### config.mk
export PLATFORM = sky130hd
export DESIGN_NAME = bddc_div
export DESIGN_NICKNAME = d
export VERILOG_FILES = /design/src/box_delta_decode_clip_assert.svh /design/src/bddc_pkg.sv /design/src/bddc_div.sv
export SDC_FILE = /design/constraint.sdc
export NUM_CORES = 2
export LEC_CHECK = 0
export BUFFER_PORTS_ARGS = -buffer_cell sky130_fd_sc_hd__buf_2
export CAP_MARGIN = 20
export CELL_PAD_IN_SITES_DETAIL_PLACEMENT = 0
export CELL_PAD_IN_SITES_GLOBAL_PLACEMENT = 2
export CORE_AREA = 2 2 280 490
export CTS_CLUSTER_DIAMETER = 80
export DETAILED_ROUTE_END_ITERATION = 7
export DIE_AREA = 0 0 282 492
export GPL_ROUTABILITY_DRIVEN = 0
export MAX_ROUTING_LAYER = met4
export PLACE_DENSITY = 0.85
export SETUP_SLACK_MARGIN = 0.1
export SYNTH_ARGS = -nofsm -noshare
export SYNTH_HDL_FRONTEND = slang
export SYNTH_SLANG_ARGS = --single-unit
### constraint.sdc
create_clock -name clk -period 12.86 [get_ports clk]
set_input_delay 0.643 -clock clk [delete_from_list [all_inputs] [get_ports clk]]
set_output_delay 0.643 -clock clk [all_outputs]
set_load 0.1 [all_outputs]
### src/box_delta_decode_clip_assert.svh
// ---------------------------------------------------------------------------
// Assertion macros for the box delta decoder.
// Simulation builds get concurrent assertions, synthesis builds get nothing.
// ---------------------------------------------------------------------------
`ifndef BOX_DELTA_DECODE_CLIP_ASSERT_SVH
`define BOX_DELTA_DECODE_CLIP_ASSERT_SVH
`ifndef SYNTH
`define BDDC_ASSERT_IMP(label, ante, cons) \
	label: assert property (@(posedge clk) disable iff (!arst_n) (ante) |-> (cons)) \
	else $error("box delta decode assertion failed");
`define BDDC_ASSERT_NXT(label, ante, cons) \
	label: assert property (@(posedge clk) disable iff (!arst_n) (ante) |=> (cons)) \
	else $error("box delta decode assertion failed");
`else
`define BDDC_ASSERT_IMP(label, ante, cons)
`define BDDC_ASSERT_NXT(label, ante, cons)
`endif
`endif

### src/bddc_pkg.sv
// ---------------------------------------------------------------------------
// Box delta decode package
// Shared constants, register map and the divider step function.
// ---------------------------------------------------------------------------
`default_nettype none
package bddc_pkg;
	localparam int DIV_STAGES  = 16;
	localparam int AXIS_STAGES = 7;
	localparam int PIPE_DEPTH  = DIV_STAGES + AXIS_STAGES;

	localparam logic [1:0] REG_HEIGHT = 2'd0;
	localparam logic [1:0] REG_WIDTH  = 2'd1;
	localparam logic [1:0] REG_SCALE  = 2'd2;

	localparam logic [12:0] HEIGHT_RST = 13'd4096;
	localparam logic [12:0] WIDTH_RST  = 13'd4096;
	localparam logic [23:0] SCALE_RST  = 24'd65536;

	localparam logic signed [17:0] LOG2E_Q16 = 18'sd94549;
	localparam logic [12:0] EXP_C3 = 13'd5106;
	localparam logic [16:0] EXP_C2 = 17'd14815;
	localparam logic [17:0] EXP_C1 = 18'd45602;
	localparam logic [17:0] EXP_C0 = 18'd65536;

	// One restoring division step: returns the new remainder and the quotient bit.
	function automatic logic [24:0] div_step(input logic [23:0] rem, input logic nb,
		input logic [23:0] dvs);
		logic [24:0] r;
		logic [24:0] d;
		logic [24:0] res;
		r = {rem, nb};
		d = {1'b0, dvs};
		if (r >= d) begin
			res = {24'(r - d), 1'b1};
		end else begin
			res = {r[23:0], 1'b0};
		end
		return res;
	endfunction
endpackage
`default_nettype wire

### src/bddc_div.sv
// ---------------------------------------------------------------------------
// Pipelined coordinate divider
// Computes (coord << 16) / divisor with two quotient bits per stage.
// ---------------------------------------------------------------------------
`default_nettype none
module bddc_div (
	input  wire logic        clk,
	input  wire logic        en,
	input  wire logic [15:0] coord,
	input  wire logic [23:0] divisor,
	output logic      [31:0] quo
);
	logic [23:0] rem_s [bddc_pkg::DIV_STAGES];
	logic [31:0] num_s [bddc_pkg::DIV_STAGES];
	logic [31:0] quo_s [bddc_pkg::DIV_STAGES];

	for (genvar g = 0; g < bddc_pkg::DIV_STAGES; g++) begin : g_stage
		logic [23:0] r_in;
		logic [31:0] n_in;
		logic [31:0] q_in;
		logic [24:0] st_a;
		logic [24:0] st_b;
		if (g == 0) begin : g_first
			assign r_in = '0;
			assign n_in = {coord, 16'h0000};
			assign q_in = '0;
		end else begin : g_next
			assign r_in = rem_s[g-1];
			assign n_in = num_s[g-1];
			assign q_in = quo_s[g-1];
		end
		assign st_a = bddc_pkg::div_step(r_in, n_in[31], divisor);
		assign st_b = bddc_pkg::div_step(st_a[24:1], n_in[30], divisor);
		always_ff @(posedge clk) begin
			if (en) begin
				rem_s[g] <= st_b[24:1];
				num_s[g] <= {n_in[29:0], 2'b00};
				quo_s[g] <= {q_in[29:0], st_a[0], st_b[0]};
			end
		end
	end

	assign quo = quo_s[bddc_pkg::DIV_STAGES-1];
endmodule
`default_nettype wire

# --- After elaboration in Yosys (flattened, before gate mapping) ---
# Memories as Yosys holds them, arrays and structs flattened.
# Cells that the tools add are included.
totals:
  reg_bits: 0
  ram_bits: 1376
  in_bits: 42
  out_inout_bits: 32
  wordCells: 101
  mem_count: 3
classes:
  add_sub_neg: 32
  magnitude_cmp: 32
  muxes: 34
mem_list:
  columns: ["memory", "depth", "word_bits", "read_ports", "rd_ports_with_merged_regs", "wr", "line_no", "source"]
  rows:
  - ["quo_s", 16, 32, 16, 0, 16, "bddc_div.sv:15", "logic [31:0] quo_s [bddc_pkg::DIV_STAGES];"]
  - ["num_s", 16, 30, 15, 0, 16, "bddc_div.sv:14", "logic [31:0] num_s [bddc_pkg::DIV_STAGES];"]
  - ["rem_s", 16, 24, 15, 0, 16, "bddc_div.sv:13", "logic [23:0] rem_s [bddc_pkg::DIV_STAGES];"]
op_table:
  columns: ["op", "n"]
  rows:
  - ["25-bit 2-to-1 mux", 32]
  - ["25-bit by 24-bit >= comparator with 1-bit output", 31]
  - ["24-bit subtractor", 31]
  - ["1-bit by 24-bit >= comparator with 1-bit output", 1]
  - ["1-bit by 24-bit subtractor with 24-bit output", 1]
  - ["1-bit 2-to-1 mux", 2]

# --- Depth between registers and ports, before layout ---
# An unclocked memory read counts as a cell.
depth:
  depth_word: 5
  ltp_mapped: 29
  mapped_depth_nobuf: 26

# --- Worst setup path before layout ---
# Ideal clock, no wire load.
synth_path:
  kind: "input -> register"
  from: "input port divisor[1]"
  to: "memory rem_s[8][10] (netlist: rem_s[1][10]) (data pin)"
  setup_time_ps: 262
  t_arrival_ps: 7422
  required_ps: 12598
  slack_ps: 5176
  cell_stages: 26
  n_path_buf: 3
  path_cell_list: "clkbuf_1 inv_1 ha_1 nor2b_1 o31a_1 o31ai_1 a21oi_1 a21oi_2 a21oi_1 a221oi_2 o2bb2ai_2 clkbuf_1 mux2_2 ha_1 a21o_1 a21o_1 a21oi_1 a2bb2oi_1 a31oi_1 o21ai_0 a21boi_0 a211o_1 nor2_1 nor2_1 buf_2 mux2_1"
synth_rtl:
  columns: ["element", "line_no", "source"]
  rows:
  - ["start, declared", "bddc_div.sv:10", "input wire logic [23:0] divisor,"]
  - ["end, declared", "bddc_div.sv:13", null]

==> reports/results.ini <==
[status]
outcome = finished, final reports clean

[route]
wl_um = 199200
postRouteAntennaNets = 0
wl_met2_um = 106300
drtPass1Iterations = 5
route.vias.total = 50120
route.met3.wl_um = 6208
drt_iter0_drc = 2726
wl_per_cell_um = 23.75
top_layer_used = met4
wl_met1_um = 68810
drc = 0
via_per_inst = 5.976

[clock_network]
cts_setup_buffers = 0
cts.sinks = 688
clk-insertion-delay-late_ps = 690
cts_hold_buf = 0
cts_max_path_buffers = 3
htreeDepth = 3
cts-root-buf = clkbuf_16
cts_resized = 0
cts_tree = done
clkTransAtPathRegs_ps = 60
numCtsBuffers = 76

[layout]
seq_area_um2 = 20660
stdcell_count = 8386
drive_above_1_share_pct = 10.63
nets = 7315
fin_util_pct = 49.59
multi_input_area_um2 = 39610
nFillCells = 12760
area_delta_synth_final_pct = 8.596

[grt]
grt_pass1_vias = 51400
antenna_found_initial = 5
grt_max_degree = 165
grt_pass1_wl_um = 297400
grt_util_all_layers_pct = 29.25
grt_overflow = 0

[sta]
rsz0062_at_grt = false
finClkSkew_ps = 33.87
layout_min_cycle_time_ps = 7878
hold_viol_final = 0
setup-tns-final_ps = 0
tightestPinTransition_ps = 1294
setup_viol = 0
relSlewSlack_pct = 12.97
finalCritPeriodShare_pct = 61.26
slew_viol_final = 0
clock.fmax_ghz = 0.1269
holdWs_ps = 119.2

[worst_setup_path]
worstPathMaxFanout = 39
cp.arrival_ps = 8290
r2r_slack_ps = 5620
crit_path_end_kind = flop
worstRegToRegCells = 23
critPathRequiredTime_ps = 13270
critical_path_class = in2reg
r2r_end = rem_s[1][57]$_DFFE_PP_
start_kind = input pin
reg2reg_from = rem_s[1][24]$_SDFFCE_PN0P_

[worst_hold_path]
hold_path_end = num_s[0][26]$_DFFE_PP_
hold_path.class = in2reg
min_path_cells = 1
hold_start = coord[10]

[floorplan]
core_um2 = 135100
num_io_pins = 74
fp.dieArea_um2 = 138700
die_x_um = 282
die_height_um = 492
num_rows = 179
start_util_pct = 45.67

[placement]
dp_hpwl_um = 150500
placed_cells = 8244
portBuffers = 73

[synth]
synthTopCellsByArea = edfxtp_1, ha_1, xnor2_1
ys_ff_latch = 688
syn_area_per_cell_um2 = 9.614
yosysSeqAreaShare_pct = 33.50
synthCells = 6415
syn_nets = 7218
yosys_warnings = 0
async_flop_share_pct = 0
synth_ff_type = edfxtp_1
synth.largest_area_cell = edfxtp_1
synth_cell_type_count = 95
synth_top_area_share_pct = 33.50
synth_edf_count = 688
netlist_area_um2 = 61670

[flow_run]
maxCapViolCount = 0

registers in the layout, indices dropped and copies added, names as in the netlist:
name / count
num_s: 56
rem_s: 360
quo_s: 272
cell usage in the layout, fill, tap and decap left out, types with 72 or more instances in the layout:
master     count
buf_4         72
mux2_2       317
nand4_1       89
nand2b_1      85
nor2b_1       88
nor3_1        89
nand3_1      111
edfxtp_1     688
inv_1        219
a21o_1       283
ha_1         738
xnor2_1      419
a21oi_1      638
nor2_1       438
clkbuf_16     79
nand2_1      487
xor2_1       180
o21a_1        95
o21ai_0      404
o21bai_1      82
synthesized netlist by cell type (85+ instances only):
cell type	count
a21oi_1	638
nand2_1	487
o21ai_0	404
xnor2_1	419
nor2_1	440
nand3_1	111
o21a_1	95
xor2_1	180
nor2b_1	89
mux2_2	317
a21o_1	283
ha_1	738
inv_1	242
nand4_1	89
edfxtp_1	688
nor3_1	90
clkbuf_1	86
nand2b_1	85
per-stage QoR:
| step | cell area, um2 | setup WS, ps |
|---|---|---|
| 2_1_floorplan | 61670 | 5176 |
| 6_report | 66970 | 4982 |
| 4_1_cts | 66970 | 5039 |
| 3_3_place_gp | 64440 | 4406 |
| 3_5_place_dp | 64440 | 4358 |
| 5_1_grt | 66970 | 4541 |
worst max path at each step:
stage	endpoint	slack [ps]	start	depth (start not counted)
2_1_floorplan	rem_s[1][10]$_DFFE_PP_	5180	divisor[1]	26
3_3_place_gp	rem_s[1][56]$_DFFE_PP_	4410	divisor[1]	26
3_5_place_dp	rem_s[1][57]$_DFFE_PP_	4360	divisor[1]	26
4_1_cts	rem_s[1][57]$_DFFE_PP_	5040	divisor[1]	26
5_1_grt	rem_s[1][57]$_DFFE_PP_	4540	divisor[1]	26
6_report	rem_s[1][57]$_DFFE_PP_	4980	divisor[1]	26
critical path, stage by stage:
cell and delay [ps]:
buf_2 500, clkinv_2 120, buf_4 320, ha_1 390, nor2b_1 150, o31a_1 310, o21ai_1 340, o21ai_1 180
a211o_1 300, a21oi_1 300, o21a_1 260, o211a_1 150, buf_4 360, mux2i_1 330, ha_1 330, nand2_1 180
a21oi_1 80, o21ai_1 290, a211oi_1 160, o21ai_1 230, a21oi_1 130, o21ai_1 360, o21ai_0 170, a21oi_1 260
o211a_1 910, mux2_2 440
final cells by class:
type                    instances  area share (%)
clock buffers                  90           3.013
well taps                    1810           3.381
repair buffers                147           1.450
clock inverters                50          0.7548
inverters                     250           1.407
flip-flops and latches        688           30.85
diodes                          2        0.007473
multi-input cells            5349           59.14
per-layer routing:
| layer | track usage [%] | vias to the layer above |
|---|---|---|
| li1 | - | 24360 |
| met1 | 27.37 | 24000 |
| met2 | 54.29 | 1113 |
| met3 | 2.814 | 636 |
| met4 | 22.06 | 0 |
| met5 | - | - |
logic make-up (layout without fill, tap and decap cells):
group / count (synthesis) / in the layout / share of synthesized area [%]
and+or+nand+nor: 1634 / 1634 / 12.58
AOI/OAI and AO/OA: 1966 / 1966 / 20.11
adders and majority gates: 761 / 761 / 15.72
other: 0 / 2 / 0
xor gates and xnor gates: 599 / 599 / 8.507
DFF: 688 / 688 / 33.50
muxes: 389 / 389 / 7.145
buffers and inverters: 378 / 537 / 2.433
Power is not shown: default switching activity piles up to over one toggle a cycle in this logic, so the estimate is an artifact.
